--- config.mk ---
export PLATFORM = sky130hd
export DESIGN_NAME = mcrl_queue
export DESIGN_NICKNAME = d
export VERILOG_FILES = /design/src/rtl/mcrl_pkg.sv /design/src/rtl/mcrl_queue.sv
export SDC_FILE = /design/constraint.sdc
export NUM_CORES = 1
export LEC_CHECK = 0
export BUFFER_PORTS_ARGS = -buffer_cell sky130_fd_sc_hd__buf_2
export CAP_MARGIN = 20
export CORE_MARGIN = 3
export CORE_UTILIZATION = 50
export DETAILED_ROUTE_END_ITERATION = 16
export PLACE_DENSITY = 0.77
export SETUP_SLACK_MARGIN = 0.2
export SLEW_MARGIN = 10
export SYNTH_ARGS = -nofsm -noshare
export SYNTH_HDL_FRONTEND = slang
export SYNTH_SLANG_ARGS = --single-unit
--- constraint.sdc ---
create_clock -name clk_i -period 4.25 [get_ports clk_i]
set_clock_uncertainty 0.15 [all_clocks]
set_input_delay 0.6375 -clock clk_i [delete_from_list [all_inputs] [get_ports clk_i]]
set_output_delay 0.6375 -clock clk_i [all_outputs]
set_load 0.03 [all_outputs]
--- src/rtl/mcrl_pkg.sv ---
// ----------------------------------------------------------------------------
// mcrl_pkg
// Shared types and constants for the multi-channel ring log.
// ----------------------------------------------------------------------------
`default_nettype none

package mcrl_pkg;

  localparam int unsigned MEM_BYTES    = 1024;
  localparam int unsigned NUM_CHANNELS = 4;
  localparam int unsigned MEM_AW       = $clog2(MEM_BYTES);
  localparam int unsigned CHAN_SLOTS   = 4;
  localparam int unsigned DESC_W       = 17;
  localparam int unsigned SUM_W        = 18;
  localparam int unsigned QUEUE_DEPTH  = 2;
  localparam int unsigned QPTR_W       = (QUEUE_DEPTH > 1) ? $clog2(QUEUE_DEPTH) : 1;
  localparam int unsigned QCNT_W       = $clog2(QUEUE_DEPTH + 1);

  typedef enum logic [1:0] {
    CMD_WRITE = 2'd0,
    CMD_READ  = 2'd1,
    CMD_CLEAR = 2'd2,
    CMD_NOP   = 2'd3
  } cmd_e;

  typedef enum logic [1:0] {
    STATUS_OK       = 2'd0,
    STATUS_FULL     = 2'd1,
    STATUS_MISSING  = 2'd2,
    STATUS_DISABLED = 2'd3
  } status_e;

  typedef enum logic [2:0] {
    BK_IDLE,
    BK_CALC,
    BK_ADDR,
    BK_MEM,
    BK_RESP
  } back_state_e;

  typedef struct packed {
    cmd_e              cmd;
    logic [1:0]        channel;
    logic [7:0]        data_byte;
    logic              last_byte;
    logic [7:0]        entry;
    logic [7:0]        byte_offset;
    logic              chan_ok;
    logic              in_range;
    logic              overwrite;
    logic [7:0]        block_bytes;
    logic [7:0]        block_count;
    logic [MEM_AW-1:0] base;
  } item_t;

  typedef struct packed {
    logic       clear;
    logic [1:0] channel;
  } cfg_clear_t;

endpackage

`default_nettype wire

--- src/rtl/mcrl_queue.sv ---
// ----------------------------------------------------------------------------
// mcrl_queue
// Short FIFO of classified items between front and back.
// ----------------------------------------------------------------------------
`default_nettype none

module mcrl_queue (
  input  wire logic             clk_i,
  input  wire logic             rst_ni,
  input  wire logic             push_i,
  input  mcrl_pkg::item_t       item_i,
  input  wire logic             pop_i,
  output mcrl_pkg::item_t       item_o,
  output logic                  empty_o,
  output logic                  full_o
);

  import mcrl_pkg::*;

  item_t             slot_q [QUEUE_DEPTH];
  logic [QPTR_W-1:0] wptr_q, rptr_q;
  logic [QCNT_W-1:0] cnt_q;
  logic              do_push, do_pop;

  assign empty_o = (cnt_q == '0);
  assign full_o  = (cnt_q == QCNT_W'(QUEUE_DEPTH));
  assign do_push = push_i && !full_o;
  assign do_pop  = pop_i && !empty_o;
  assign item_o  = slot_q[rptr_q];

  always_ff @(posedge clk_i) begin
    if (do_push) begin
      slot_q[wptr_q] <= item_i;
    end
  end

  always_ff @(posedge clk_i or negedge rst_ni) begin
    if (!rst_ni) begin
      wptr_q <= '0;
      rptr_q <= '0;
      cnt_q  <= '0;
    end else begin
      if (do_push) begin
        wptr_q <= (wptr_q == QPTR_W'(QUEUE_DEPTH - 1)) ? '0 : wptr_q + 1'b1;
      end
      if (do_pop) begin
        rptr_q <= (rptr_q == QPTR_W'(QUEUE_DEPTH - 1)) ? '0 : rptr_q + 1'b1;
      end
      if (do_push && !do_pop) begin
        cnt_q <= cnt_q + 1'b1;
      end else if (do_pop && !do_push) begin
        cnt_q <= cnt_q - 1'b1;
      end
    end
  end

endmodule

`default_nettype wire

==> results.py, run 1 <==
metrics = {
    "drt": {
        "post-route-drc-count": 0,
        "detail_route.wl_per_cell_um": 17.5,
        "dr.pass1.iters": 4,
        "antenna_left": 0,
        "dr_total_vias": 2292,
        "vias_per_cell": 5.02,
        "initialDrtViolationCount": 104,
        "final_routed_wirelength_across_all_metal_layers_um": 8010,
    },
    "die": {
        "core_area_um2": 8420,
        "num_rows": 33,
        "die_area_um2": 10000,
        "start_util_pct": 52.6,
        "die_y_um": 100,
        "die_width_um": 100,
        "io-pin-count": 122,
    },
    "power": {
        "p_leak_nw": 2.27,
        "power_density_nw_per_um2": 821,
        "worst_ir_drop_vdd_mv": 0.550,
    },
    "cts": {
        "htree_levels": 4,
        "cts_sinks": 120,
        "post_cts.repair.setup_buffers": 0,
        "tritoncts": "done",
        "clk_pin_slew_worst_paths_ps": 60,
        "cts.path.max_buffers": 2,
        "root_buffer": "clkbuf_8",
        "insertion_delay_ps": 500,
        "cts_buffers": 17,
    },
    "layout": {
        "most_common_library_cell_in_the_layout_ignoring_fill_and_taps": "buf_2",
        "antenna-diode-count": 0,
        "fillers": 576,
        "layout_cells_sized_above_1_pct": 61.6,
        "most-common-layout-cells": "121 x buf_2, 116 x edfxtp_1, 48 x mux2_2",
        "layout_stage_area_growth_over_the_synthesis_result_pct": 31.3,
        "finish.net_count": 402,
    },
    "worst_setup_path": {
        "worstSetupStartpointType": "flip-flop",
        "critPathArrivalTime_ps": 2270,
        "cp_max_fo": 29,
        "ff2ff_path_depth": 3,
        "path_class": "flip-flop to primary output",
        "critPathRequiredTime_ps": 3460,
        "critPathCaptureType": "primary output",
    },
    "timing": {
        "report.final.setup_viol": 0,
        "slew_viol_final": 0,
        "finalHoldViolCount": 0,
        "final.min_clock_period_ps": 3060,
        "timing.final.crit_share_pct": 72.0,
        "timing.max_slew.rel_slack_pct": 52.5,
        "totalNegativeSetupSlack_ps": 0,
        "final_critical_path_setup_slack_ps": 1190,
        "unrepaired_setup_endpoints_after_global_routing": "no",
        "tightestPinTransition_ps": 712,
        "maxClockFrequency_mhz": 327,
    },
    "yosys": {
        "yosysWarningCount": 0,
        "synthesis.instances": 200,
        "synth-seq-cells": 120,
        "synthMuxAreaShare_pct": 15.6,
        "simple_gate_portion_of_the_synthesized_area_pct": 0.622,
        "part_of_the_yosys_area_used_for_sequential_elements_pct": 80.9,
        "yosys.area_share.adder_pct": 0.283,
        "synthesized_area_fraction_occupied_by_xor_and_xnor_cells_pct": 0.989,
        "post_synth_num_cell_types": 16,
        "post_synthesis_compound_gate_area_fraction_pct": 0.113,
        "combinational_family_with_the_most_area_after_synthesis": "multiplexers",
        "netlist_area_um2": 4430,
        "postSynthNetCount": 263,
        "synthesized_area_divided_by_synthesized_cell_count_um2": 22.1,
    },
    "grt": {
        "globalRouteOverflowTotal": 0,
        "antenna_found_initial": 0,
        "maximum_number_of_pins_on_one_net_before_global_route_repair": 31,
        "globalRouteTotalUtil_pct": 16.9,
        "grt_pass1_vias": 2441,
        "global_route_wire_length_before_repair_um": 12400,
    },
    "place": {
        "detailedPlace.worstSlack_ps": 1670,
        "routabilityCongestion": 0.688,
        "place_hpwl_um": 5200,
        "portBuffers": 121,
    },
    "job": {
        "maxCapViolCount": 0,
    },
    "min_path": {
        "hold_class": "input pin to flip-flop",
        "holdPathStages": 1,
    },
    "outcome": {
        "run_status": "completed",
    },
}
-- flip-flops by register name, summed over array words and instances, names as in the netlist --
signal,cells
cnt_q,2
rptr_q,1
slot_q,116
wptr_q,1
-- worst paths after layout --
path | from | endpoint | slack (ps)
max | rptr_q | item_o[48] | 1190
min | item_i[13] | slot_q[1][13] | 170
max reg2reg | cnt_q[0] | slot_q[1][30] | 2000
min reg2reg | cnt_q[1] | cnt_q[1] | 390
max in group asynchronous | rst_ni | rptr_q | 3460
min in group asynchronous | rst_ni | wptr_q | 330
-- worst max-delay path: stages, from the launching register on --
cell and delay, ps:
dfrtp_2 830, buf_4 380, mux2_2 380, buf_2 180
-- what timing repair did --
| action | 4_1_cts | 5_1_grt |
|---|---|---|
| endpoints found under the hold margin | 4 | 0 |
| hold buffers | 1 | 0 |
| resized for setup | 0 | 0 |
-- kinds of logic after synthesis --
kind of cell,Yosys count
AO/OA/AOI/OAI,1
XOR/XNOR,5
adder cells (fa/ha/maj),1
buffers and inverters,9
flip-flops,120
multiplexers,58
AND/OR/NAND/NOR,6
-- routing by layer --
metal	vias to the layer above	track usage (%)	share of wire [%]
met5	-	0	0
met4	0	6.84	0.84
met3	6	5.63	7.1
met2	94	27.1	51
met1	1126	21.2	41
li1	1066	-	-
-- synth_stat cells --
| cell | number | share of area, % |
|---|---|---|
| and3_1 | 1 | 0.14 |
| buf_2 | 4 | 0.45 |
| buf_6 | 2 | 0.51 |
| buf_8 | 1 | 0.34 |
| dfrtp_1 | 4 | 2.3 |
| edfxtp_1 | 116 | 79 |
| ha_1 | 1 | 0.28 |
| inv_1 | 2 | 0.17 |
| mux2_2 | 48 | 12 |
| mux2_4 | 10 | 3.4 |
| nand2_1 | 1 | 0.085 |
| nand2b_1 | 1 | 0.14 |
| nor2_1 | 3 | 0.25 |
| o21ai_0 | 1 | 0.11 |
| xnor2_1 | 3 | 0.59 |
| xor2_1 | 2 | 0.40 |
-- metrics by stage --
step	total power [W]	utilization, %	area (um2)	hold WS [ps]	cells
after floorplan	0.00289	-	4430	192	200
after global placement	0.00324	61.2	5150	298	424
after detailed placement	0.00327	61.2	5150	306	424
after CTS	0.00483	69.0	5810	150	457
after global routing	0.00498	69.0	5810	147	457
final	0.00477	69.0	5810	174	457
-- power breakdown --
part | total [W] | internal (W) | switching [W]
logic | 0.00148 | 0.000536 | 0.000943
registers | 0.00175 | 0.00162 | 0.000132
clock network | 0.00154 | 0.00106 | 0.000476
total | 0.00477 | 0.00322 | 0.00155
-- layout make-up --
cell class	count	area, um2	share of cell area (%)
Inverter	2	7.51	0.129
Clock inverter	14	229	3.94
Tap cell	105	131	2.26
Timing Repair Buffer	127	653	11.2
Clock buffer	18	418	7.19
Sequential cell	120	3580	61.7
Multi-Input combinational cell	71	788	13.6
Power figures use the tool's default switching activity.
==> run 2, diff against run 1 <==
--- a/config.mk
+++ b/config.mk
@@ -5,12 +5,13 @@
 export SDC_FILE = /design/constraint.sdc
 export NUM_CORES = 1
 export LEC_CHECK = 0
+export ABC_AREA = 1
 export BUFFER_PORTS_ARGS = -buffer_cell sky130_fd_sc_hd__buf_2
 export CAP_MARGIN = 20
 export CORE_MARGIN = 3
-export CORE_UTILIZATION = 50
+export CORE_UTILIZATION = 47
 export DETAILED_ROUTE_END_ITERATION = 16
-export PLACE_DENSITY = 0.77
+export PLACE_DENSITY = 0.76
 export SETUP_SLACK_MARGIN = 0.2
 export SLEW_MARGIN = 10
 export SYNTH_ARGS = -nofsm -noshare
==> constraint.sdc (replaced) <==
create_clock -name clk_i -period 2.6 [get_ports clk_i]
set_clock_uncertainty 0.15 [all_clocks]
set_input_delay 0.39 -clock clk_i [delete_from_list [all_inputs] [get_ports clk_i]]
set_output_delay 0.39 -clock clk_i [all_outputs]
set_load 0.03 [all_outputs]
==> run 2 against run 1 <==
Effect of this change: critical path depth grew 2; final cell count rose by 47%; global-route usage increased by 1.8 points; combinational power rose by 97%; first-iteration DRC count rose by 42%; power rose by 64%; register-to-register slack worse by 1300 ps; clock power grew 38%; highest routed layer unchanged.
==> results.py, run 2 <==
metrics = {
    "layout": {
        "layout_stage_area_growth_over_the_synthesis_result_pct": 43.7,
        "max_flop_register": "slot_q",
        "most-common-layout-cells": "183 x nand2_1, 121 x buf_2, 116 x edfxtp_1",
        "finish.net_count": 595,
        "max_reg_flops": 116,
        "most_common_library_cell_in_the_layout_ignoring_fill_and_taps": "nand2_1",
        "top_registers": "slot_q x116, cnt_q x2",
        "antenna-diode-count": 0,
        "layout_cells_sized_above_1_pct": 30.5,
    },
    "worst_setup_path": {
        "crit_top_cell": "nand2_1",
        "r2r_start": "cnt_q[1]",
        "crit_chain": "inv_2, buf_6, nand2_1, nand2_1, buf_2",
        "critPathMaxStageDelay_ps": 480,
        "critical_path.slowest_cell": "dfrtp_2",
        "cp_max_fo": 25,
        "regToRegEndpoint": "slot_q[0][56]",
        "worstSetupStartpointType": "flip-flop",
        "path_class": "flip-flop to primary output",
        "critPathCaptureType": "primary output",
        "crit_path_end": "item_o[6]",
        "critPathRequiredTime_ps": 2060,
        "setup.worst_path.start": "rptr_q",
        "critPathArrivalTime_ps": 1680,
        "rrSetupSlack_ps": 660,
        "ff2ff_path_depth": 6,
    },
    "yosys": {
        "postSynth.topFlopCell": "edfxtp_1",
        "synth.most_common_cell": "nand2_1",
        "postSynth.asyncResetShare_pct": 3.33,
        "synth-seq-cells": 120,
        "synthesized_area_divided_by_synthesized_cell_count_um2": 13.3,
        "synthesis.instances": 335,
        "synth_top_area_cell": "edfxtp_1",
        "edff_count_synth": 116,
        "postSynthNetCount": 398,
        "synth_largest_type_area_fraction_pct": 78.2,
        "ys_top_cells_by_area": "edfxtp_1 78%, nand2_1 15%, dfrtp_1 2.2%, buf_2 0.90%, buf_6 0.76%",
        "netlist_area_um2": 4450,
        "part_of_the_yosys_area_used_for_sequential_elements_pct": 80.4,
        "yosysWarningCount": 0,
        "leading_post_synthesis_cells_by_instance_count": "183 x nand2_1, 116 x edfxtp_1, 8 x buf_2",
        "post_synth_num_cell_types": 15,
    },
    "power": {
        "worst_ir_drop_vdd_mv": 0.730,
        "p_leak_nw": 2.79,
        "totalPowerFinal_w": 0.00784,
        "combPwrFrac_pct": 37.3,
        "clock_power_share_pct": 27.2,
        "pwr-share-seq_pct": 35.5,
        "power.switching_w": 0.00305,
        "power_density_nw_per_um2": 1220,
        "power.switching_fraction_pct": 38.9,
        "power_report.internal_total_w": 0.00479,
    },
    "grt": {
        "global_route_wire_length_before_repair_um": 14800,
        "maximum_number_of_pins_on_one_net_before_global_route_repair": 38,
        "antenna_found_initial": 0,
        "globalRouteTotalUtil_pct": 18.7,
        "globalRouteOverflowTotal": 0,
        "grt_pass1_vias": 3152,
    },
    "drt": {
        "antenna_left": 0,
        "dr.pass1.iters": 4,
        "vias_per_cell": 4.68,
        "initialDrtViolationCount": 148,
        "final_routed_wirelength_across_all_metal_layers_um": 9690,
        "post-route-drc-count": 0,
        "dr_total_vias": 3143,
        "detail_route.wl_per_cell_um": 14.4,
    },
    "timing": {
        "tightestPinTransition_ps": 528,
        "maxClockFrequency_mhz": 451,
        "finalHoldViolCount": 0,
        "unrepaired_setup_endpoints_after_global_routing": "no",
        "timing.final.crit_share_pct": 85.2,
        "timing.max_slew.rel_slack_pct": 64.8,
        "final.min_clock_period_ps": 2220,
        "totalNegativeSetupSlack_ps": 0,
        "report.final.setup_viol": 0,
        "slew_viol_final": 0,
    },
    "die": {
        "io-pin-count": 122,
        "start_util_pct": 49.6,
        "die_area_um2": 10700,
        "die_y_um": 103,
        "die_width_um": 103,
        "core_area_um2": 8980,
        "num_rows": 34,
    },
    "cts": {
        "clk_pin_slew_worst_paths_ps": 50,
        "tritoncts": "done",
        "cts_buffers": 17,
        "htree_levels": 4,
        "root_buffer": "clkbuf_8",
        "insertion_delay_ps": 490,
        "cts.path.max_buffers": 2,
        "cts_sinks": 120,
    },
    "place": {
        "routabilityCongestion": 0.717,
        "portBuffers": 121,
        "place_hpwl_um": 5650,
    },
    "outcome": {
        "run_status": "completed",
    },
    "job": {
        "maxCapViolCount": 0,
    },
    "min_path": {
        "hold_class": "input pin to flip-flop",
    },
}
run 2: power by group through the flow:
stage | Clock [W] | Sequential, W | Combinational (W)
2_1_floorplan | 0 | 0.00277 | 0.00200
6_report | 0.00213 | 0.00278 | 0.00292
3_3_place_gp | 0 | 0.00281 | 0.00273
5_1_grt | 0.00227 | 0.00281 | 0.00317
4_1_cts | 0.00216 | 0.00279 | 0.00285
3_5_place_dp | 0 | 0.00283 | 0.00276
run 2: timing repair:
action | in CTS | in global routing
resized for setup | 1 | 4
setup endpoints to repair | 2 | 51
hold buffers | 59 | 0
buffers inserted | 0 | 3
endpoints found under the hold margin | 120 | 0
run 2: layout make-up:
class / count / area (um2)
fill: 621 / 2580
multi-input combinational: 194 / 762
tap: 126 / 158
clock buffer: 17 / 414
inverter: 8 / 33.8
clock inverter: 15 / 136
timing repair buffer: 191 / 1310
sequential: 120 / 3580
run 2: layer usage:
layer / vias to the layer above / track usage, % / routed length, um
met5: - / 0 / 0
met4: 0 / 6.27 / 78
met3: 8 / 6.04 / 618
met2: 129 / 33.2 / 5100
met1: 1486 / 21.3 / 3890
li1: 1520 / - / -
run 2: worst max-delay path: cells and delay by family, from the launching register on:
family,cells,cell delay (ps)
buffers and inverters,3,530
DFF,1,480
and+or+nand+nor,2,160
run 2: worst min path at each step:
| stage | start | to | slack, ps | depth (start not counted) |
|---|---|---|---|---|
| 2_1_floorplan | rst_ni | cnt_q[0] | -60 | 0 |
| 3_3_place_gp | rst_ni | wptr_q | 60 | 1 |
| 4_1_cts | pop_i | rptr_q | 20 | 3 |
| 5_1_grt | pop_i | rptr_q | 30 | 3 |
| 6_report | pop_i | rptr_q | 30 | 3 |
| 3_5_place_dp | rst_ni | wptr_q | 60 | 1 |
run 2: cell families after synthesis:
group           count (synthesis)  synth area share, %
simple gates                  190                 16.2
buf+inv                        21                 2.67
compound gates                  2                0.225
fa+ha+maj                       1                0.281
flops                         120                 80.4
xor+xnor                        1                0.197
run 2: stage by stage:
stage / cell area, um2 / utilization [%] / instances / hold WS (ps) / setup slack [ps]
after floorplan: 4470 / - / 335 / -55.6 / 241
after CTS: 6360 / 70.9 / 668 / 24.7 / 230
after global routing: 6400 / 71.3 / 671 / 32.4 / 263
after global placement: 5220 / 58.1 / 577 / 60.1 / 758
after detailed placement: 5220 / 58.1 / 577 / 57.6 / 674
final: 6400 / 71.3 / 671 / 30.1 / 385
