[config.mk]
export PLATFORM = sky130hd
export DESIGN_NAME = mcrl_front
export DESIGN_NICKNAME = d
export VERILOG_FILES = /design/src/rtl/mcrl_pkg.sv /design/src/rtl/mcrl_front.sv
export SDC_FILE = /design/constraint.sdc
export NUM_CORES = 1
export LEC_CHECK = 0
export ABC_CLOCK_PERIOD_IN_PS = 8100
export BUFFER_PORTS_ARGS = -buffer_cell sky130_fd_sc_hd__buf_4
export CAP_MARGIN = 10
export CORE_ASPECT_RATIO = 1.1
export CORE_MARGIN = 1
export CORE_UTILIZATION = 41
export CTS_CLUSTER_SIZE = 28
export DETAILED_ROUTE_END_ITERATION = 12
export PLACE_DENSITY_LB_ADDON = 0.2
export SLEW_MARGIN = 10
export SYNTH_ARGS = -nofsm -noshare
export SYNTH_HDL_FRONTEND = slang
export SYNTH_SLANG_ARGS = --single-unit
[constraint.sdc]
create_clock -name clk_i -period 8.1 [get_ports clk_i]
set_clock_uncertainty 0.1 [all_clocks]
set_input_delay 1.215 -clock clk_i [delete_from_list [all_inputs] [get_ports clk_i]]
set_output_delay 1.215 -clock clk_i [all_outputs]
set_load 0.03 [all_outputs]
[src/rtl/mcrl_pkg.sv]
// ----------------------------------------------------------------------------
// mcrl_pkg
// Shared types and constants for the multi-channel ring log.
// ----------------------------------------------------------------------------
`default_nettype none

package mcrl_pkg;

  localparam int unsigned MEM_BYTES    = 1024;
  localparam int unsigned NUM_CHANNELS = 4;
  localparam int unsigned MEM_AW       = $clog2(MEM_BYTES);
  localparam int unsigned CHAN_SLOTS   = 4;
  localparam int unsigned DESC_W       = 17;
  localparam int unsigned SUM_W        = 18;
  localparam int unsigned QUEUE_DEPTH  = 2;
  localparam int unsigned QPTR_W       = (QUEUE_DEPTH > 1) ? $clog2(QUEUE_DEPTH) : 1;
  localparam int unsigned QCNT_W       = $clog2(QUEUE_DEPTH + 1);

  typedef enum logic [1:0] {
    CMD_WRITE = 2'd0,
    CMD_READ  = 2'd1,
    CMD_CLEAR = 2'd2,
    CMD_NOP   = 2'd3
  } cmd_e;

  typedef enum logic [1:0] {
    STATUS_OK       = 2'd0,
    STATUS_FULL     = 2'd1,
    STATUS_MISSING  = 2'd2,
    STATUS_DISABLED = 2'd3
  } status_e;

  typedef enum logic [2:0] {
    BK_IDLE,
    BK_CALC,
    BK_ADDR,
    BK_MEM,
    BK_RESP
  } back_state_e;

  typedef struct packed {
    cmd_e              cmd;
    logic [1:0]        channel;
    logic [7:0]        data_byte;
    logic              last_byte;
    logic [7:0]        entry;
    logic [7:0]        byte_offset;
    logic              chan_ok;
    logic              in_range;
    logic              overwrite;
    logic [7:0]        block_bytes;
    logic [7:0]        block_count;
    logic [MEM_AW-1:0] base;
  } item_t;

  typedef struct packed {
    logic       clear;
    logic [1:0] channel;
  } cfg_clear_t;

endpackage

`default_nettype wire

[src/rtl/mcrl_front.sv]
// ----------------------------------------------------------------------------
// mcrl_front
// Descriptor registers, region layout and command classification.
// ----------------------------------------------------------------------------
`default_nettype none

module mcrl_front (
  input  wire logic                       clk_i,
  input  wire logic                       rst_ni,
  input  wire logic                       cfg_we_i,
  input  wire logic [1:0]                 cfg_idx_i,
  input  wire logic [mcrl_pkg::DESC_W-1:0] cfg_wdata_i,
  input  wire logic                       start_i,
  input  wire logic                       full_i,
  input  wire logic [1:0]                 cmd_i,
  input  wire logic [1:0]                 channel_i,
  input  wire logic [7:0]                 data_byte_i,
  input  wire logic                       last_byte_i,
  input  wire logic [7:0]                 entry_i,
  input  wire logic [7:0]                 byte_offset_i,
  output logic                            push_o,
  output logic                            busy_o,
  output mcrl_pkg::item_t                 item_o,
  output mcrl_pkg::cfg_clear_t            cfg_clear_o
);

  import mcrl_pkg::*;

  logic [DESC_W-1:0] desc_q [CHAN_SLOTS];
  logic [15:0]       size_q [CHAN_SLOTS];
  logic [SUM_W-1:0]  base_sum;
  logic [SUM_W-1:0]  end_sum;
  logic [DESC_W-1:0] desc;
  logic              in_range;

  always_ff @(posedge clk_i or negedge rst_ni) begin
    if (!rst_ni) begin
      for (int i = 0; i < CHAN_SLOTS; i++) begin
        desc_q[i] <= '0;
        size_q[i] <= '0;
      end
    end else if (cfg_we_i) begin
      desc_q[cfg_idx_i] <= cfg_wdata_i;
      size_q[cfg_idx_i] <= 16'(cfg_wdata_i[7:0]) * 16'(cfg_wdata_i[15:8]);
    end
  end

  // region base: sum of lower channel sizes
  always_comb begin
    base_sum = '0;
    for (int j = 0; j < CHAN_SLOTS; j++) begin
      if (32'(j) < 32'(channel_i)) begin
        base_sum = base_sum + SUM_W'(size_q[j]);
      end
    end
  end

  assign end_sum  = base_sum + SUM_W'(size_q[channel_i]);
  assign desc     = desc_q[channel_i];
  assign in_range = 32'(channel_i) < NUM_CHANNELS;

  always_comb begin
    item_o.cmd         = cmd_e'(cmd_i);
    item_o.channel     = channel_i;
    item_o.data_byte   = data_byte_i;
    item_o.last_byte   = last_byte_i;
    item_o.entry       = entry_i;
    item_o.byte_offset = byte_offset_i;
    item_o.in_range    = in_range;
    item_o.overwrite   = desc[16];
    item_o.block_bytes = desc[7:0];
    item_o.block_count = desc[15:8];
    item_o.base        = base_sum[MEM_AW-1:0];
    item_o.chan_ok     = in_range && (desc[7:0] != 8'd0) && (desc[15:8] != 8'd0) &&
                         (end_sum <= SUM_W'(MEM_BYTES));
  end

  assign push_o              = start_i && !full_i;
  assign busy_o              = full_i;
  assign cfg_clear_o.clear   = cfg_we_i;
  assign cfg_clear_o.channel = cfg_idx_i;

endmodule

`default_nettype wire

==> flow_metrics.py, run 1 <==
metrics = {
    "run_status": {
        "status": "complete, no violations",
    },
    "global_routing": {
        "grt_max_degree": 75,
        "antenna_found_initial": 0,
        "gr-usage-all-layers": 0.2069,
        "grt_pass1_vias": 8493,
        "grt_first_pass_wirelength_um": 43130,
        "overflow": 0,
    },
    "timing": {
        "timing.final.crit_period_ps": 8099,
        "rsz0062_at_grt": "yes",
        "fin_setup_tns_ps": 0,
        "drv_slew": 0,
        "worst_pin_slew_ps": 1014,
        "max_freq_ghz": 0.1235,
        "hold_violations": 0,
        "setup_viol": 0,
        "setup_ws_ps": 0.5791,
        "slew_headroom": 0.3177,
        "period_share": 0.9999,
    },
    "yosys": {
        "synth.top_cells.by_area": "dfrtp_1, ha_1, mux2_2",
        "yosysTopAreaCellShare": 0.3063,
        "async_flop_share": 1.000,
        "synth_largest_area_cell": "dfrtp_1",
        "ys_seq_elements": 132,
        "synth_flop_cell": "dfrtp_1",
        "syn_avg_cell_area_um2": 9.725,
        "synth-simple-area-share": 0.1400,
        "synth_top_family_by_area": "adder cells",
        "synthAdderAreaFrac": 0.1677,
        "seq_area_frac_synth": 0.3063,
        "yosysUniqueCellTypes": 71,
        "synthXorXnorAreaFrac": 0.04060,
        "netlist_instances": 1109,
        "synth_area_um2": 10790,
        "synth_edf_count": 0,
        "synth_fp_nets": 1283,
        "yosysWarnings": 0,
        "synth-compound-area-share": 0.1354,
        "muxShareOfSynthArea": 0.1408,
    },
    "critical_path": {
        "critical_path_class": "primary input to output pin",
        "rrSetupSlack_ps": 7060,
        "rr_worst_depth": 1,
        "crit-reg2reg-launch": "size_q[35]",
        "crit_required_ps": 6780,
        "slowest_stage": "a2111oi_4",
        "cp-end-kind": "output pin",
        "r2r_end": "size_q[35]",
        "crit_fanout": 4,
        "start_kind": "primary input",
        "max_stage_delay_ps": 360,
        "cp.arrival_ps": 6780,
        "crit_top_cell": "buf_4",
    },
    "finish": {
        "final_cell_mix": "buf_4, nand2_1, dfrtp_1",
        "fin_nets": 1374,
        "drive_above_1_share": 0.3017,
        "n_antenna_cell": 0,
        "num-fill-cells": 2395,
        "utilization": 0.5094,
        "final_area_um2": 13020,
        "layout_commonest_cell": "buf_4",
        "syn_to_final_growth_pct": 20.75,
    },
    "pwr": {
        "swShare": 0.4080,
        "p_int_w": 0.003021,
        "ir_worst_vdd_v": 0.0001870,
        "leakage_nw": 6.098,
        "p_per_area_nw_per_um2": 391.9,
        "p_clk_frac": 0.168,
        "seq_power_share": 0.197,
        "combPwrFrac": 0.635,
        "p_switching_w": 0.002082,
    },
    "clock_network": {
        "cts_made_buffers": 17,
        "path_clk_slew_ps": 60,
        "ctsHoldBuffers": 0,
        "clock_latency_ps": 420,
        "root_buffer": "clkbuf_16",
        "cts_tree": "built",
        "clk_path_buf_depth": 2,
        "h-tree-depth": 4,
        "numClockSinks": 132,
    },
    "floorplan": {
        "fp.coreArea_um2": 25570,
        "die_w_um": 156.6,
        "num_io_pins": 116,
        "die_height_um": 172.1,
        "fp-row-count": 61,
        "dieArea_um2": 26960,
        "start_util": 0.4218,
    },
    "worst_hold_path": {
        "hold-path-endpoint": "desc_q[67]",
        "min_path_type": "flip-flop to flip-flop",
        "hold_depth": 2,
        "hp-start": "desc_q[67]",
    },
    "drt": {
        "drtIter0Drc": 283,
        "routedWlPerCell_um": 16.66,
        "vias": 8238,
        "viasPerCell": 5.284,
        "remaining_drc_errors": 0,
        "first_pass_iters": 4,
        "ant_nets": 0,
        "wirelength_um": 25980,
    },
    "run": {
        "maxCapViolCount": 0,
    },
    "place": {
        "port_buffers": 60,
        "dp_hpwl_um": 18760,
        "gp_congestion": 0.8695,
        "dp_slack_ps": -357.8,
        "placed_area_um2": 11890,
    },
}
==> power groups by stage <==
stage          Clock [W]  Combinational (W)  Sequential, W
2_1_floorplan          0            0.00202       0.000942
3_3_place_gp           0            0.00285        0.00100
3_5_place_dp           0            0.00289        0.00101
4_1_cts         0.000874            0.00314        0.00100
5_1_grt         0.000904            0.00358        0.00103
6_report        0.000859            0.00324        0.00101
==> Yosys cell counts, drive strengths merged, types with 15 or more instances <==
library cell / instances
nor2: 31
o21ai: 98
nand2: 159
clkbuf: 47
fa: 38
and2: 63
inv: 64
a21o: 15
xnor2: 30
buf: 44
mux4: 33
nand3: 15
dfrtp: 132
xor2: 20
ha: 83
a21oi: 39
mux2: 68
==> kinds of logic after synthesis <==
group / count (synthesis)
AO/OA/AOI/OAI: 227
XOR/XNOR: 50
adder cells (fa/ha/maj): 122
buffers and inverters: 156
flip-flops: 132
multiplexers: 102
other: 1
AND/OR/NAND/NOR: 319
==> state kept, by name, summed over array words and instances, names as in the netlist <==
name	cells
desc_q	68
size_q	64
==> stage by stage <==
step	hold slack, ps	power [W]	std cells
finish	374.5	0.005103	1559
global placement	355.5	0.003852	1506
CTS	377.6	0.005015	1557
detailed placement	362.0	0.003894	1506
global route	398.6	0.005517	1559
floorplan	341.0	0.002961	1109
==> worst max path at each step <==
stage                       from          to  slack, ps
floorplan           channel_i[1]  item_o[28]          3
global placement    channel_i[1]  item_o[28]       -230
detailed placement  channel_i[1]  item_o[28]       -360
CTS                 channel_i[0]  item_o[28]        -50
global route        channel_i[0]  item_o[28]       -260
finish              channel_i[0]  item_o[28]        0.6
==> critical path, delay by kind of cell <==
kind,cells,cell delay (ps)
simple gates,4,480
compound gates,10,2100
buf+inv,17,2100
fa+ha+maj,3,760
xor+xnor,1,130
==> layer usage <==
metal	wire [um]	GRT usage
met1	12040	0.2691
met5	0	0
met4	356	0.06309
met3	743	0.02406
met2	12840	0.3604
==> cell type report <==
class	instances	area [um^2]	share of cell area
Multi-Input combinational cell	821	7156	0.5494
Sequential cell	132	3303	0.2536
Timing Repair Buffer	163	1235	0.09482
Tap cell	346	432.9	0.03324
Clock buffer	18	429.2	0.03295
Inverter	65	244.0	0.01873
Clock inverter	14	224.0	0.01720
==> what timing repair did <==
action,CTS,global route
endpoints found under the setup margin,1,1
buffers inserted,19,2
gates resized for setup,45,25
pin swaps,38,27
No activity file was read; power rests on OpenSTA's default activity.
==> run 2, diff against run 1 <==
PLACE_DENSITY_LB_ADDON = not set   (was 0.2)
==> run 2 against run 1 <==
Register-to-register slack improved by 40 ps. Core utilization shrank 0.80 points. Sequential share of layout area grew 0.41 points. Non-clock buffer count shrank 6. Die area unchanged. Wire length is 1.6% lower. Highest routed layer unchanged. Fmax is 0.68% higher. Global-route usage is 0.26 points lower. Cell count is 0.38% lower. Largest cell class unchanged. Power shrank 4.6%.
==> flow_metrics.py, run 2 (synthesis gave the netlist of run 1 again) <==
metrics = {
    "pwr": {
        "swShare": 0.4175,
        "p_per_area_nw_per_um2": 379.9,
        "p_clk_frac": 0.158,
        "ir_worst_vdd_v": 0.0001995,
        "leakage_nw": 6.017,
        "combPwrFrac": 0.636,
        "p_switching_w": 0.002033,
        "seq_power_share": 0.206,
        "p_int_w": 0.002837,
        "power.total_w": 0.004870,
    },
    "floorplan": {
        "start_util": 0.4218,
        "fp.coreArea_um2": 25570,
        "num_io_pins": 116,
        "die_w_um": 156.6,
        "fp-row-count": 61,
        "dieArea_um2": 26960,
        "die_height_um": 172.1,
    },
    "global_routing": {
        "overflow": 0,
        "grt_pass1_vias": 8392,
        "grt_max_degree": 69,
        "antenna_found_initial": 0,
        "gr-usage-all-layers": 0.2043,
        "grt_first_pass_wirelength_um": 43050,
    },
    "critical_path": {
        "max_stage_delay_ps": 330,
        "crit_fanout": 3,
        "start_kind": "primary input",
        "crit_top_cell": "buf_4",
        "cp-end-kind": "output pin",
        "crit_required_ps": 6780,
        "critical_path_class": "primary input to output pin",
        "rrSetupSlack_ps": 7100,
        "cp.arrival_ps": 6730,
        "slowest_stage": "ha_1",
    },
    "finish": {
        "num-fill-cells": 2367,
        "multi_input_area_um2": 7074,
        "syn_to_final_growth_pct": 18.85,
        "fin_nets": 1368,
        "n_antenna_cell": 0,
        "utilization": 0.5013,
        "reg.largest.list": "desc_q (68), size_q (64)",
        "drive_above_1_share": 0.2867,
        "largest_reg_flops": 68,
        "regArea_um2": 3303,
        "final_cell_mix": "nand2_1, buf_4, dfrtp_1",
        "layout_commonest_cell": "nand2_1",
        "top_register": "desc_q",
    },
    "drt": {
        "remaining_drc_errors": 0,
        "vias": 8251,
        "routedWlPerCell_um": 16.46,
        "wirelength_um": 25560,
        "ant_nets": 0,
        "viasPerCell": 5.313,
        "first_pass_iters": 4,
        "drtIter0Drc": 250,
    },
    "run_status": {
        "status": "complete, no violations",
    },
    "clock_network": {
        "h-tree-depth": 4,
        "clk_path_buf_depth": 2,
        "cts_made_buffers": 17,
        "root_buffer": "clkbuf_16",
        "ctsHoldBuffers": 0,
        "cts_tree": "built",
        "clock_latency_ps": 410,
        "numClockSinks": 132,
        "path_clk_slew_ps": 60,
    },
    "place": {
        "dp_hpwl_um": 18910,
        "gp_congestion": 0.8594,
        "port_buffers": 60,
    },
    "timing": {
        "period_share": 0.9932,
        "slew_headroom": 0.4288,
        "setup_viol": 0,
        "drv_slew": 0,
        "rsz0062_at_grt": "yes",
        "hold-worst-slack_ps": 376.8,
        "max_freq_ghz": 0.1243,
        "hold_violations": 0,
        "timing.final.crit_period_ps": 8045,
        "worst_pin_slew_ps": 856.8,
    },
    "run": {
        "maxCapViolCount": 0,
    },
    "worst_hold_path": {
        "min_path_type": "flip-flop to flip-flop",
    },
}
-- run 2: cell count changes in the layout (fill, tap and decap cells not counted), sizes merged --
cell	change
buf	-6
bufinv	-3
clkbuf	+1
clkinv	-2
clkinvlp	+2
inv	+2
-- run 2: layout make-up --
type | count | area share
sequential | 132 | 0.2577
tap | 346 | 0.03377
timing repair buffer | 157 | 0.09224
multi-input combinational | 821 | 0.5519
clock buffer | 19 | 0.03377
clock inverter | 13 | 0.01162
inverter | 65 | 0.01903
-- run 2: worst max-delay path, delay by kind of cell --
kind	cells	cell delay (ps)
XOR/XNOR	3	460
AND/OR/NAND/NOR	4	590
buffers and inverters	4	620
AO/OA/AOI/OAI	16	2710
adder cells (fa/ha/maj)	3	860
multiplexers	1	260
-- run 2: power groups by stage --
| stage | registers, W | logic (W) | clock network (W) |
|---|---|---|---|
| floorplan | 0.000942 | 0.00202 | 0 |
| global route | 0.00103 | 0.00344 | 0.000817 |
| detailed placement | 0.00101 | 0.00289 | 0 |
| CTS | 0.00100 | 0.00303 | 0.000783 |
| global placement | 0.00100 | 0.00285 | 0 |
| finish | 0.00101 | 0.00310 | 0.000767 |
-- run 2: per-stage QoR --
stage / setup WS, ps / instance area [um^2] / setup TNS [ps] / cells
after floorplan: 3.487 / 10890 / 0 / 1109
after global placement: -181.7 / 11910 / -181.7 / 1509
after detailed placement: -354.1 / 11910 / -354.1 / 1509
after CTS: 5.001 / 12730 / 0 / 1547
after global routing: -301.5 / 12820 / -301.5 / 1553
final: 54.93 / 12820 / 0 / 1553
-- run 2: per-layer routing --
layer | track usage | vias to the layer above | share of wire
met5 | 0 | - | 0
met3 | 0.02456 | 22 | 0.029
met4 | 0.05925 | 0 | 0.013
met2 | 0.3513 | 143 | 0.49
met1 | 0.2700 | 4065 | 0.47
li1 | - | 4021 | -
-- run 2: worst paths after layout --
check / endpoint / from / cells past startpoint
worst max-delay path: item_o[28] / channel_i[1] / 31
worst min-delay path: desc_q[53] / desc_q[53] / 2
worst max register to register: size_q[35] / size_q[35] / 1
worst min register to register: desc_q[53] / desc_q[53] / 2
max in group asynchronous: size_q[31] / rst_ni / 2
min in group asynchronous: desc_q[52] / rst_ni / 1
-- run 2: timing repair --
item	CTS	global route
setup endpoints to repair	1	1
pin swaps	27	14
gates cloned	0	0
gates resized for setup	32	13
setup buffers	6	6
==> run 3, diff against run 2 <==
ABC_CLOCK_PERIOD_IN_PS = 9500   (was 8100)
clock period = 9.5 ns   (was 8.1 ns; I/O delays follow)
==> run 3 against run 2 <==
Critical path depth grew 1. Global-route usage is 0.45 points lower. Hold slack lost 8.2 ps. Cell count is 5.5% lower. Setup slack improved by 460 ps. Sequential cell count stayed put. Non-clock buffer count shrank 84. Sequential power decreased by 16%. Wire length fell by 3.0%. Power down 26%. Critical path type unchanged.
==> flow_metrics.py, run 3 (synthesis gave the netlist of run 1 again) <==
metrics = {
    "run_status": {
        "status": "complete, no violations",
    },
    "drt": {
        "vias": 7862,
        "remaining_drc_errors": 0,
        "routedWlPerCell_um": 16.89,
        "viasPerCell": 5.356,
        "ant_nets": 0,
        "first_pass_iters": 4,
        "drtIter0Drc": 399,
        "wirelength_um": 24790,
    },
    "global_routing": {
        "grt_first_pass_wirelength_um": 41750,
        "antenna_found_initial": 0,
        "grt_max_degree": 79,
        "grt_pass1_vias": 8065,
        "gr-usage-all-layers": 0.1998,
        "overflow": 0,
    },
    "timing": {
        "slew_headroom": 0.3492,
        "setup_viol": 0,
        "max_freq_ghz": 0.1113,
        "worst_pin_slew_ps": 976.2,
        "fin_setup_tns_ps": 0,
        "timing.final.crit_period_ps": 8986,
        "drv_slew": 0,
        "period_share": 0.9459,
        "setup_ws_ps": 514.3,
        "hold_violations": 0,
        "rsz0062_at_grt": "no",
    },
    "pwr": {
        "p_per_area_nw_per_um2": 301.5,
        "leakage_nw": 5.565,
        "p_switching_w": 0.001537,
        "p_clk_frac": 0.187,
        "p_int_w": 0.002049,
        "seq_power_share": 0.237,
        "swShare": 0.4287,
        "combPwrFrac": 0.576,
        "ir_worst_vdd_v": 0.0001364,
    },
    "critical_path": {
        "rr_worst_depth": 1,
        "startpoint": "channel_i[1]",
        "start_kind": "primary input",
        "slowest_stage": "maj3_1",
        "r2r_end": "size_q[35]",
        "rrSetupSlack_ps": 8490,
        "crit_required_ps": 7980,
        "max_stage_delay_ps": 350,
        "crit_fanout": 4,
        "crit_top_cell": "o21a_1",
        "cp.arrival_ps": 7460,
        "crit_end": "item_o[28]",
        "cp-end-kind": "output pin",
        "critical_path_class": "primary input to output pin",
        "crit-reg2reg-launch": "size_q[35]",
    },
    "clock_network": {
        "root_buffer": "clkbuf_16",
        "clock_latency_ps": 420,
        "h-tree-depth": 4,
        "cts_made_buffers": 17,
        "path_clk_slew_ps": 60,
        "clk_path_buf_depth": 2,
        "cts_tree": "built",
        "numClockSinks": 132,
    },
    "floorplan": {
        "start_util": 0.4218,
        "dieArea_um2": 26960,
        "die_w_um": 156.6,
        "fp-row-count": 61,
        "fp.coreArea_um2": 25570,
        "num_io_pins": 116,
        "die_height_um": 172.1,
    },
    "finish": {
        "multi_input_area_um2": 6768,
        "num-fill-cells": 2452,
        "drive_above_1_share": 0.2005,
        "fin_nets": 1284,
        "layout_commonest_cell": "nand2_1",
        "reg.largest.list": "desc_q (68), size_q (64)",
        "final_cell_mix": "nand2_1, dfrtp_1, o21ai_0",
        "largest_reg_flops": 68,
        "regArea_um2": 3303,
        "n_antenna_cell": 0,
        "top_register": "desc_q",
        "syn_to_final_growth_pct": 10.28,
    },
    "place": {
        "port_buffers": 60,
        "gp_congestion": 0.8943,
        "dp_hpwl_um": 18310,
        "dp_slack_ps": 342.2,
    },
    "worst_hold_path": {
        "min_path_type": "flip-flop to flip-flop",
    },
    "run": {
        "maxCapViolCount": 0,
    },
}
==> run 3: changes by cell type in the layout (fill, tap and decap cells not counted), moves of 6 or more <==
| cell | change |
|---|---|
| buf_4 | -83 |
| ha_4 | -8 |
| ha_1 | +8 |
| o21ai_0 | +6 |
==> run 3: repair_timing <==
| action | 4_1_cts | 5_1_grt |
|---|---|---|
| gates resized for setup | 0 | 6 |
| endpoints found under the setup margin | 0 | 1 |
| hold buffers | 0 | 0 |
| buffers inserted | 0 | 1 |
==> run 3: cell type report <==
class / instances / share of cell area
Clock buffer: 19 / 0.03724
Inverter: 65 / 0.02051
Timing Repair Buffer: 73 / 0.04608
Tap cell: 346 / 0.03640
Clock inverter: 12 / 0.01304
Multi-Input combinational cell: 821 / 0.5690
Sequential cell: 132 / 0.2777
==> run 3: power by group through the flow <==
stage | clock network (W) | logic, W | registers, W
after floorplan | 0 | 0.00165 | 0.000802
after global placement | 0 | 0.00203 | 0.000853
after detailed placement | 0 | 0.00205 | 0.000858
after CTS | 0.000684 | 0.00206 | 0.000849
after global routing | 0.000711 | 0.00232 | 0.000875
final | 0.000671 | 0.00206 | 0.000850
==> run 3: worst min-delay path by stage <==
stage | startpoint | end | slack (ps) | depth (start not counted)
5_1_grt | desc_q[67] | desc_q[67] | 400 | 2
3_5_place_dp | desc_q[51] | desc_q[51] | 360 | 2
6_report | desc_q[51] | desc_q[51] | 370 | 2
4_1_cts | desc_q[51] | desc_q[51] | 380 | 2
3_3_place_gp | desc_q[58] | desc_q[58] | 360 | 2
2_1_floorplan | desc_q[67] | desc_q[67] | 340 | 2
==> run 3: per-stage QoR <==
| step | utilization | hold WS [ps] | instance area, um^2 | cells | power (W) |
|---|---|---|---|---|---|
| 2_1_floorplan | - | 341.0 | 10790 | 1109 | 0.002454 |
| 3_3_place_gp | 0.4408 | 355.2 | 11270 | 1436 | 0.002882 |
| 3_5_place_dp | 0.4408 | 361.9 | 11270 | 1436 | 0.002907 |
| 4_1_cts | 0.4642 | 376.4 | 11870 | 1467 | 0.003597 |
| 5_1_grt | 0.4652 | 399.6 | 11890 | 1468 | 0.003907 |
| 6_report | 0.4652 | 368.6 | 11890 | 1468 | 0.003586 |
==> run 3: critical path: cells and delay by family <==
kind	cells	cell delay (ps)
buffers and inverters	3	370
and+or+nand+nor	6	890
muxes	2	550
AOI/OAI and AO/OA	15	2800
adders and majority gates	4	1190
xor gates and xnor gates	2	210
==> run 3: metal layers <==
metal	vias to the layer above	global-route usage	routed length [um]
li1	3851	-	-
met5	-	0	0
met3	18	0.02732	755
met1	3883	0.2657	11740
met2	110	0.3381	11980
met4	0	0.06010	319
